==> src/dsr_pkg.sv <==
// shared constants and types for the replacement unit
// no dependencies
package dsr_pkg;
  localparam int unsigned NumSets = 2048;
  localparam int unsigned NumWays = 16;
  localparam int unsigned SigBits = 15;
  localparam int unsigned DuelPeriod = 64;
  localparam int unsigned SelBits = 10;
  localparam int unsigned RrpvWidth = 2;
  localparam logic [2:0] CtrTop = 3'd7;
  localparam logic [2:0] CtrStart = 3'd3;
  localparam logic [2:0] CtrLimit = 3'd3;
  localparam logic ActVictim = 1'b0;
  localparam logic ActUpdate = 1'b1;
  localparam int unsigned PcBits = 30;
endpackage

==> src/dsr_front.sv <==
// front: accepts commands, computes signature and leader class, queues them
// depends on dsr_pkg
module dsr_front #(
  parameter int unsigned NumSets = dsr_pkg::NumSets,
  parameter int unsigned NumWays = dsr_pkg::NumWays,
  parameter int unsigned SigBits = dsr_pkg::SigBits,
  parameter int unsigned DuelPeriod = dsr_pkg::DuelPeriod
) (
  input  logic                       clk_i,
  input  logic                       rst_ni,
  input  logic                       start_i,
  input  logic                       action_i,
  input  logic [10:0]                set_index_i,
  input  logic [3:0]                 way_i,
  input  logic [dsr_pkg::PcBits-1:0] pc_i,
  input  logic                       hit_i,
  output logic                       full_o,
  output logic                       cmd_valid_o,
  input  logic                       cmd_pop_i,
  output logic                       cmd_act_o,
  output logic [$clog2(NumSets)-1:0] cmd_set_o,
  output logic [$clog2(NumWays)-1:0] cmd_way_o,
  output logic [SigBits-1:0]         cmd_sig_o,
  output logic                       cmd_hit_o,
  output logic                       cmd_lsig_o,
  output logic                       cmd_lstat_o
);
  import dsr_pkg::*;
  localparam int unsigned SetW = $clog2(NumSets);
  localparam int unsigned WayW = $clog2(NumWays);
  localparam int unsigned CmdW = 1 + SetW + WayW + SigBits + 3;
  logic [CmdW-1:0] q_q [2];
  logic [1:0] cnt_q, cnt_d;
  logic wp_q, rp_q;
  logic [SetW-1:0] set_w;
  logic [PcBits-1:0] shr;
  logic [SigBits-1:0] sig;
  logic [SetW-1:0] slot;
  logic drop, push;
  assign set_w = SetW'(set_index_i % NumSets);
  assign shr = pc_i >> SigBits;
  assign sig = SigBits'(pc_i ^ shr);
  assign slot = SetW'(set_w % DuelPeriod);
  assign drop = action_i == ActUpdate && 32'(way_i) >= NumWays;
  assign full_o = cnt_q == 2'd2;
  assign push = start_i && !full_o && !drop;
  assign cnt_d = cnt_q + {1'b0, push} - {1'b0, cmd_pop_i};
  always_ff @(posedge clk_i or negedge rst_ni) begin
    if (!rst_ni) begin
      cnt_q <= '0;
      wp_q <= 1'b0;
      rp_q <= 1'b0;
    end else begin
      cnt_q <= cnt_d;
      if (push) wp_q <= ~wp_q;
      if (cmd_pop_i) rp_q <= ~rp_q;
    end
  end
  always_ff @(posedge clk_i) begin
    if (push) q_q[wp_q] <= {action_i, set_w, WayW'(way_i), sig, hit_i,
                            slot == '0, slot == SetW'(1)};
  end
  assign cmd_valid_o = cnt_q != 2'd0;
  assign {cmd_act_o, cmd_set_o, cmd_way_o, cmd_sig_o, cmd_hit_o, cmd_lsig_o,
          cmd_lstat_o} = q_q[rp_q];
endmodule

==> config.mk <==
export PLATFORM = sky130hd
export DESIGN_NAME = dsr_front
export DESIGN_NICKNAME = d
export VERILOG_FILES = /design/src/dsr_pkg.sv /design/src/dsr_front.sv
export SDC_FILE = /design/constraint.sdc
export NUM_CORES = 1
export LEC_CHECK = 0
export BUFFER_PORTS_ARGS = -buffer_cell sky130_fd_sc_hd__buf_4
export CORE_ASPECT_RATIO = 0.75
export CORE_MARGIN = 1
export CORE_UTILIZATION = 54
export CTS_BUF_LIST = sky130_fd_sc_hd__clkbuf_8 sky130_fd_sc_hd__clkbuf_16
export DETAILED_ROUTE_END_ITERATION = 6
export PLACE_DENSITY = 0.85
export SYNTH_ARGS = -nofsm -noshare
export SYNTH_HDL_FRONTEND = slang
export SYNTH_SLANG_ARGS = --single-unit
==> constraint.sdc <==
create_clock -name clk_i -period 6.2 [get_ports clk_i]
set_input_delay 1.24 -clock clk_i [delete_from_list [all_inputs] [get_ports clk_i]]
set_output_delay 1.24 -clock clk_i [all_outputs]
set_load 0.01 [all_outputs]
==> results of run 1 <==
-- synth_stat cells, types with 2 or more instances --
cell      number
buf_2          4
dfrtp_1        4
edfxtp_1      68
ha_1           2
inv_1          2
mux2_2        34
xnor2_1        3
xor2_1        16
-- kinds of logic after synthesis --
logic type	synth area share
AND/OR/NAND/NOR	0.0197
XOR/XNOR	0.0595
adder cells (fa/ha/maj)	0.00894
buffers and inverters	0.00984
flip-flops	0.765
multiplexers	0.137
-- through the flow --
step | instance area (um^2) | hold WS (ns) | worst slack [ns] | utilization
floorplan | 2800 | 0.460 | 3.00 | -
global placement | 3520 | 0.505 | 3.49 | 0.714
detailed placement | 3520 | 0.536 | 3.49 | 0.714
CTS | 3750 | 0.552 | 3.09 | 0.761
global route | 3750 | 0.602 | 3.02 | 0.761
finish | 3750 | 0.543 | 3.11 | 0.761
-- state kept, by name (all words and copies together) (netlist names) --
signal  count
cnt_q       2
q_q        68
rp_q        1
wp_q        1
-- metal layers --
| metal | global-route usage | up-vias |
|---|---|---|
| met5 | 0 | - |
| met4 | 0.0572 | 0 |
| met3 | 0.0982 | 6 |
| met2 | 0.298 | 65 |
| met1 | 0.248 | 719 |
| li1 | - | 723 |
-- area by class of cell --
| type | instances | area, um^2 | area share |
|---|---|---|---|
| clock inverters | 7 | 110 | 0.0294 |
| multi-input cells | 63 | 638 | 0.170 |
| inverters | 2 | 7.51 | 0.00200 |
| repair buffers | 87 | 653 | 0.174 |
| well taps | 60 | 75.1 | 0.0200 |
| clock buffers | 9 | 124 | 0.0330 |
| flip-flops and latches | 72 | 2140 | 0.571 |
-- worst min path at each step --
stage                          end  depth (start not counted)
after floorplan               wp_q                          1
after global placement    cnt_q[0]                          1
after global routing      cnt_q[0]                          1
final                     cnt_q[0]                          1
after CTS                 cnt_q[0]                          1
after detailed placement  cnt_q[0]                          1
-- power by group --
group / switching, uW / internal, uW / leakage (uW) / total [uW]
Sequential: 41.5 / 674 / 0.000679 / 716
Combinational: 251 / 282 / 0.000675 / 533
Clock: 164 / 263 / 0.000114 / 428
Total: 456 / 1220 / 0.00147 / 1680
==> flow_summary.yaml, run 1 <==
cts:
  postCtsResizedCells: 0
  cts.sink_count: 72
  h-tree-depth: 3
  post-cts-setup-buffers: 0
  post_cts_hold_buffer_count: 0
  clkSlewWorstSetupHoldPaths_ns: 0.07
  clk_root_buffer_cell: "clkbuf_8"
  cts_inserted_buffers: 9
  cts_tree: "done"
  cts-root-to-sink-buffers: 2
  clock_latency_ns: 0.35
floorplan:
  cell_rows: 22
  die_footprint_um2: 5480
  die_y_um: 64.4
  boundaryPins: 87
  die-width_um: 85.1
  initial_core_utilization: 0.568
  floorplan.core_area_um2: 4930
route:
  wl_met2_mm: 2.23
  detail_route.vias_per_cell: 5.04
  drt-total-wl_mm: 4.78
  via_count: 1513
  post-route-drc-count: 0
  antenna_violating_nets_post_route: 0
  routedLengthMet1_mm: 2.11
  post_drt_wl_per_cell_um: 15.9
  first_pass_iters: 4
  routed.top_layer: "met4"
  first_iter_violations: 71
  routed_length_on_met3_um: 405
synthesis:
  ys_warn_count: 0
  synthDistinctLibCells: 16
  synth.ff_latch_count: 72
  yosysTopAreaCellShare: 0.730
  seq_area_frac_synth: 0.765
  syn_area_per_cell_um2: 19.9
  ys.flop_type: "edfxtp_1"
  synth-edff-count: 68
  syn-instance-count: 141
  post-synth-top-area-cell: "edfxtp_1"
  post_synth_instance_area_um2: 2800
  synth_async_sr_flop_share: 0.0556
  netlist_top_cells_area: "edfxtp_1 (73%), mux2_2 (14%), xor2_1 (5.0%)"
  synth.net_count: 194
sta:
  slew_viol_final: 0
  fmaxAchievable_mhz: 324
  tightest_pin_transition_ns: 0.968
  worst_clock_skew_ns: 0.00404
  count_of_final_setup_violators: 0
  timing.setup.tns_ns: 0
  finalWorstPathRequiredPeriod_ns: 3.09
  fin_crit_sh: 0.498
  final-hold-violation-count: 0
  rsz0062_at_grt: "false"
  slew_headroom: 0.353
setup_path:
  timing.reg2reg.worst_path_depth: 3
  worst-path-stages: 3
  critical_path_s_top_delay_family: "buffers and inverters"
  worst_setup_path_startpoint: "rp_q"
  timing.critical_path.buf_inv: 2
  cp-end-kind: "output pin"
  cp.required_ns: 4.96
  critical_path.cell_chain: "buf_4, mux2_2, buf_4"
  timing.critical_path.mode_cell: "buf_4"
  crit_type: "reg -> out"
  crit_arrival_ns: 1.85
  worst_reg2reg_endpoint: "q_q[0][27]"
  critical_path.startpoint_type: "register"
  crit-reg2reg-launch: "cnt_q[1]"
  worstPathMaxFanout: 27
  cpPeakStageDelay_ns: 0.53
  worst-r2r-setup-slack_ns: 4.37
  worst_path_max_delay_cell: "dfrtp_1"
  critical_path.endpoint: "cmd_set_o[7]"
global_routing:
  vias_in_the_first_global_route: 1557
  grt_max_degree: 35
  grt_first_pass_wirelength_mm: 7.55
  grt_remaining_overflow: 0
  number_of_antenna_violations_at_the_first_check_in_global_routing: 0
  grt_use_total: 0.196
finish:
  layout_filler_cell_count: 287
  insertedDiodeCount: 0
  most_common_cell_after_layout_fill_and_taps_aside: "buf_4"
  syn2layout_area_growth_pct: 34.0
  ratio_of_cells_with_drive_above_1_in_the_final_layout: 0.583
  layout_common_cells: "buf_4 (87), edfxtp_1 (68), mux2_2 (34), xor2_1 (16), clkbuf_8 (9)"
  fin_cells: 300
  num-nets-final: 288
pwr:
  peakVddDrop_mv: 0.200
  power_per_cell_area_nw_per_um2: 447
  p_leak_uw: 0.00147
  finalPower_uw: 1680
hold_path:
  hold_path_startpoint: "cnt_q[0]"
  hold_class: "reg -> reg"
job:
  cap_viol_max_count: 0
place:
  port-buffer-count: 86
  gpl.final_weighted_congestion: 0.691
  post-dp-hpwl_mm: 3.18
  numPlacedInstances: 284
outcome:
  run_status: "finished clean"
No activity file was read; power rests on OpenSTA's default activity.
==> run 2, diff against run 1 <==
Settings changed: ABC_AREA set to 1, CORE_UTILIZATION 54 to 51, PLACE_DENSITY 0.85 to 0.8.
Clock period 6.2 ns to 3.22 ns, I/O delays scaled along.
==> run 2 against run 1 <==
Clock power up 78%. Core utilization fell by 5.0 points. Worst hold slack lost 0.46 ns. Wire length grew 3.6%. Synthesized cell count increased by 63%. Power up 93%. Clock-buffer cell count is the same. Global-route usage is 2.1 points lower.
==> flow_summary.yaml, run 2 <==
outcome:
  run_status: "finished clean"
route:
  detail_route.vias_per_cell: 4.60
  antenna_violating_nets_post_route: 0
  post-route-drc-count: 0
  drt-total-wl_mm: 4.95
  first_iter_violations: 110
  post_drt_wl_per_cell_um: 12.3
  first_pass_iters: 4
  via_count: 1852
cts:
  cts-root-to-sink-buffers: 2
  clk_root_buffer_cell: "clkbuf_8"
  clock_latency_ns: 0.34
  h-tree-depth: 3
  cts.sink_count: 72
  post_cts_hold_buffer_count: 0
  cts_tree: "done"
  post-cts-setup-buffers: 0
  postCtsResizedCells: 0
  cts_inserted_buffers: 9
  clkSlewWorstSetupHoldPaths_ns: 0.07
finish:
  syn2layout_area_growth_pct: 31.3
  insertedDiodeCount: 0
  num-nets-final: 376
  layout_common_cells: "buf_4 (90), edfxtp_1 (68), nand2_1 (47), inv_1 (44), o21ai_0 (23)"
  post-route-cell-area_um2: 3870
  most_common_cell_after_layout_fill_and_taps_aside: "buf_4"
  reg.largest.list: "q_q (68), cnt_q (2)"
  largest_register: "q_q"
  layout_filler_cell_count: 388
  largest_register_ffs: 68
  fin_cells: 403
  ratio_of_cells_with_drive_above_1_in_the_final_layout: 0.348
setup_path:
  timing.critical_path.mode_cell: "buf_4"
  timing.critical_path.buf_inv: 2
  worst-path-stages: 4
  worst_path_max_delay_cell: "dfrtp_2"
  worstPathMaxFanout: 39
  timing.reg2reg.worst_path_depth: 5
  crit_arrival_ns: 1.87
  critical_path.cell_chain: "buf_4, nand2_1, o21ai_2, buf_4"
  critical_path_s_top_delay_family: "flip-flops"
  critical_path.startpoint_type: "register"
  cp.required_ns: 2.58
  cpPeakStageDelay_ns: 0.79
  crit_type: "reg -> out"
  cp-end-kind: "output pin"
place:
  port-buffer-count: 86
  dpl-instance-area_um2: 3650
  numPlacedInstances: 387
  gpl.final_weighted_congestion: 0.774
  post-dp-hpwl_mm: 3.41
sta:
  worst_clock_skew_ns: 0.00586
  fmaxAchievable_mhz: 398
  finalWorstPathRequiredPeriod_ns: 2.51
  final-hold-violation-count: 0
  slew_headroom: 0.567
  count_of_final_setup_violators: 0
  timing.setup.tns_ns: 0
  hold_slack_ns: 0.0832
  slew_viol_final: 0
  rsz0062_at_grt: "false"
  tightest_pin_transition_ns: 0.650
  fin_crit_sh: 0.780
floorplan:
  die_y_um: 67.8
  die-width_um: 89.8
  initial_core_utilization: 0.542
  floorplan.core_area_um2: 5440
  boundaryPins: 87
  cell_rows: 23
  die_footprint_um2: 6090
global_routing:
  busiest_layer: "met2"
  grt_use_total: 0.175
  grt_util_met1: 0.206
  grt_remaining_overflow: 0
  met3_usage: 0.0767
  grt_first_pass_wirelength_mm: 7.69
  grt_util_met2: 0.287
  grt_max_degree: 40
  vias_in_the_first_global_route: 1719
  number_of_antenna_violations_at_the_first_check_in_global_routing: 0
pwr:
  peakVddDrop_mv: 0.507
  share_comb_of_total_power: 0.326
  netSwitchingPower_uw: 1020
  clock_power_share: 0.236
  p_leak_uw: 0.00172
  power_per_cell_area_nw_per_um2: 835
  internal-power_uw: 2210
  finalPower_uw: 3230
  power.switching_fraction: 0.317
  seq_power_share: 0.438
synthesis:
  yosysMostFrequentCell: "edfxtp_1"
  yosysTopAreaCellShare: 0.693
  synthDistinctLibCells: 15
  post_synth_instance_area_um2: 2950
  syn_area_per_cell_um2: 12.8
  seq_area_frac_synth: 0.727
  yosys.area_share.adder: 0.00850
  ys_warn_count: 0
  synth_top_cells_by_count: "edfxtp_1 (68), nand2_1 (47), inv_1 (44)"
  yosys.area_share.simple: 0.0697
  synth-edff-count: 68
  post_synthesis_compound_gate_area_fraction: 0.0654
  post-synth-top-area-cell: "edfxtp_1"
  syn-instance-count: 230
  synth.net_count: 283
  ys.flop_type: "edfxtp_1"
  netlist_top_cells_area: "edfxtp_1 (69%), nand2_1 (6.0%), inv_1 (5.6%)"
  yosys.area_share.xor_xnor: 0.0476
  synth.ff_latch_count: 72
  synth_async_sr_flop_share: 0.0556
  muxShareOfSynthArea: 0
  synth_top_family_by_area: "buffers and inverters"
hold_path:
  hold_class: "in -> async"
job:
  cap_viol_max_count: 0
==> run 2: logic make-up after synthesis <==
| kind of cell | after synthesis |
|---|---|
| AO/OA/AOI/OAI | 34 |
| XOR/XNOR | 16 |
| adder cells (fa/ha/maj) | 2 |
| buffers and inverters | 52 |
| flip-flops | 72 |
| AND/OR/NAND/NOR | 54 |
==> run 2: area by class of cell <==
type / instances / area, um^2 / area share
Clock buffer: 9 / 124 / 0.0320
Clock inverter: 7 / 95.1 / 0.0246
Inverter: 44 / 165 / 0.0427
Multi-Input combinational cell: 106 / 571 / 0.148
Sequential cell: 72 / 2140 / 0.554
Tap cell: 75 / 93.8 / 0.0243
Timing Repair Buffer: 90 / 676 / 0.175
==> run 2: power groups by stage <==
stage          logic, uW  clock network (uW)  registers (uW)
2_1_floorplan        658                   0            1360
3_5_place_dp        1060                   0            1440
6_report            1050                 763            1410
4_1_cts             1070                 783            1420
5_1_grt             1160                 825            1440
3_3_place_gp        1040                   0            1420
==> run 2: path summary, 6_finish.rpt <==
kind | start | to | slack, ns
worst max-delay path | rp_q | cmd_set_o[0] | 0.71
worst min-delay path | rst_ni | cnt_q[1] | 0.08
worst max register to register | cnt_q[0] | q_q[1][31] | 1.72
worst min register to register | wp_q | wp_q | 0.49
max in group asynchronous | rst_ni | rp_q | 3.02
min in group clk_i | cmd_pop_i | rp_q | 0.48
==> run 2: stage by stage <==
| step | utilization | worst slack [ns] |
|---|---|---|
| global route | 0.711 | 0.528 |
| CTS | 0.711 | 0.665 |
| floorplan | - | 0.631 |
| finish | 0.711 | 0.709 |
| detailed placement | 0.671 | 1.06 |
| global placement | 0.671 | 1.08 |
==> run 2: layer usage <==
layer / vias to the layer above / part of all wire
met1: 829 / 0.43
li1: 943 / -
met2: 73 / 0.48
met4: 0 / 0.014
met3: 7 / 0.074
met5: - / 0
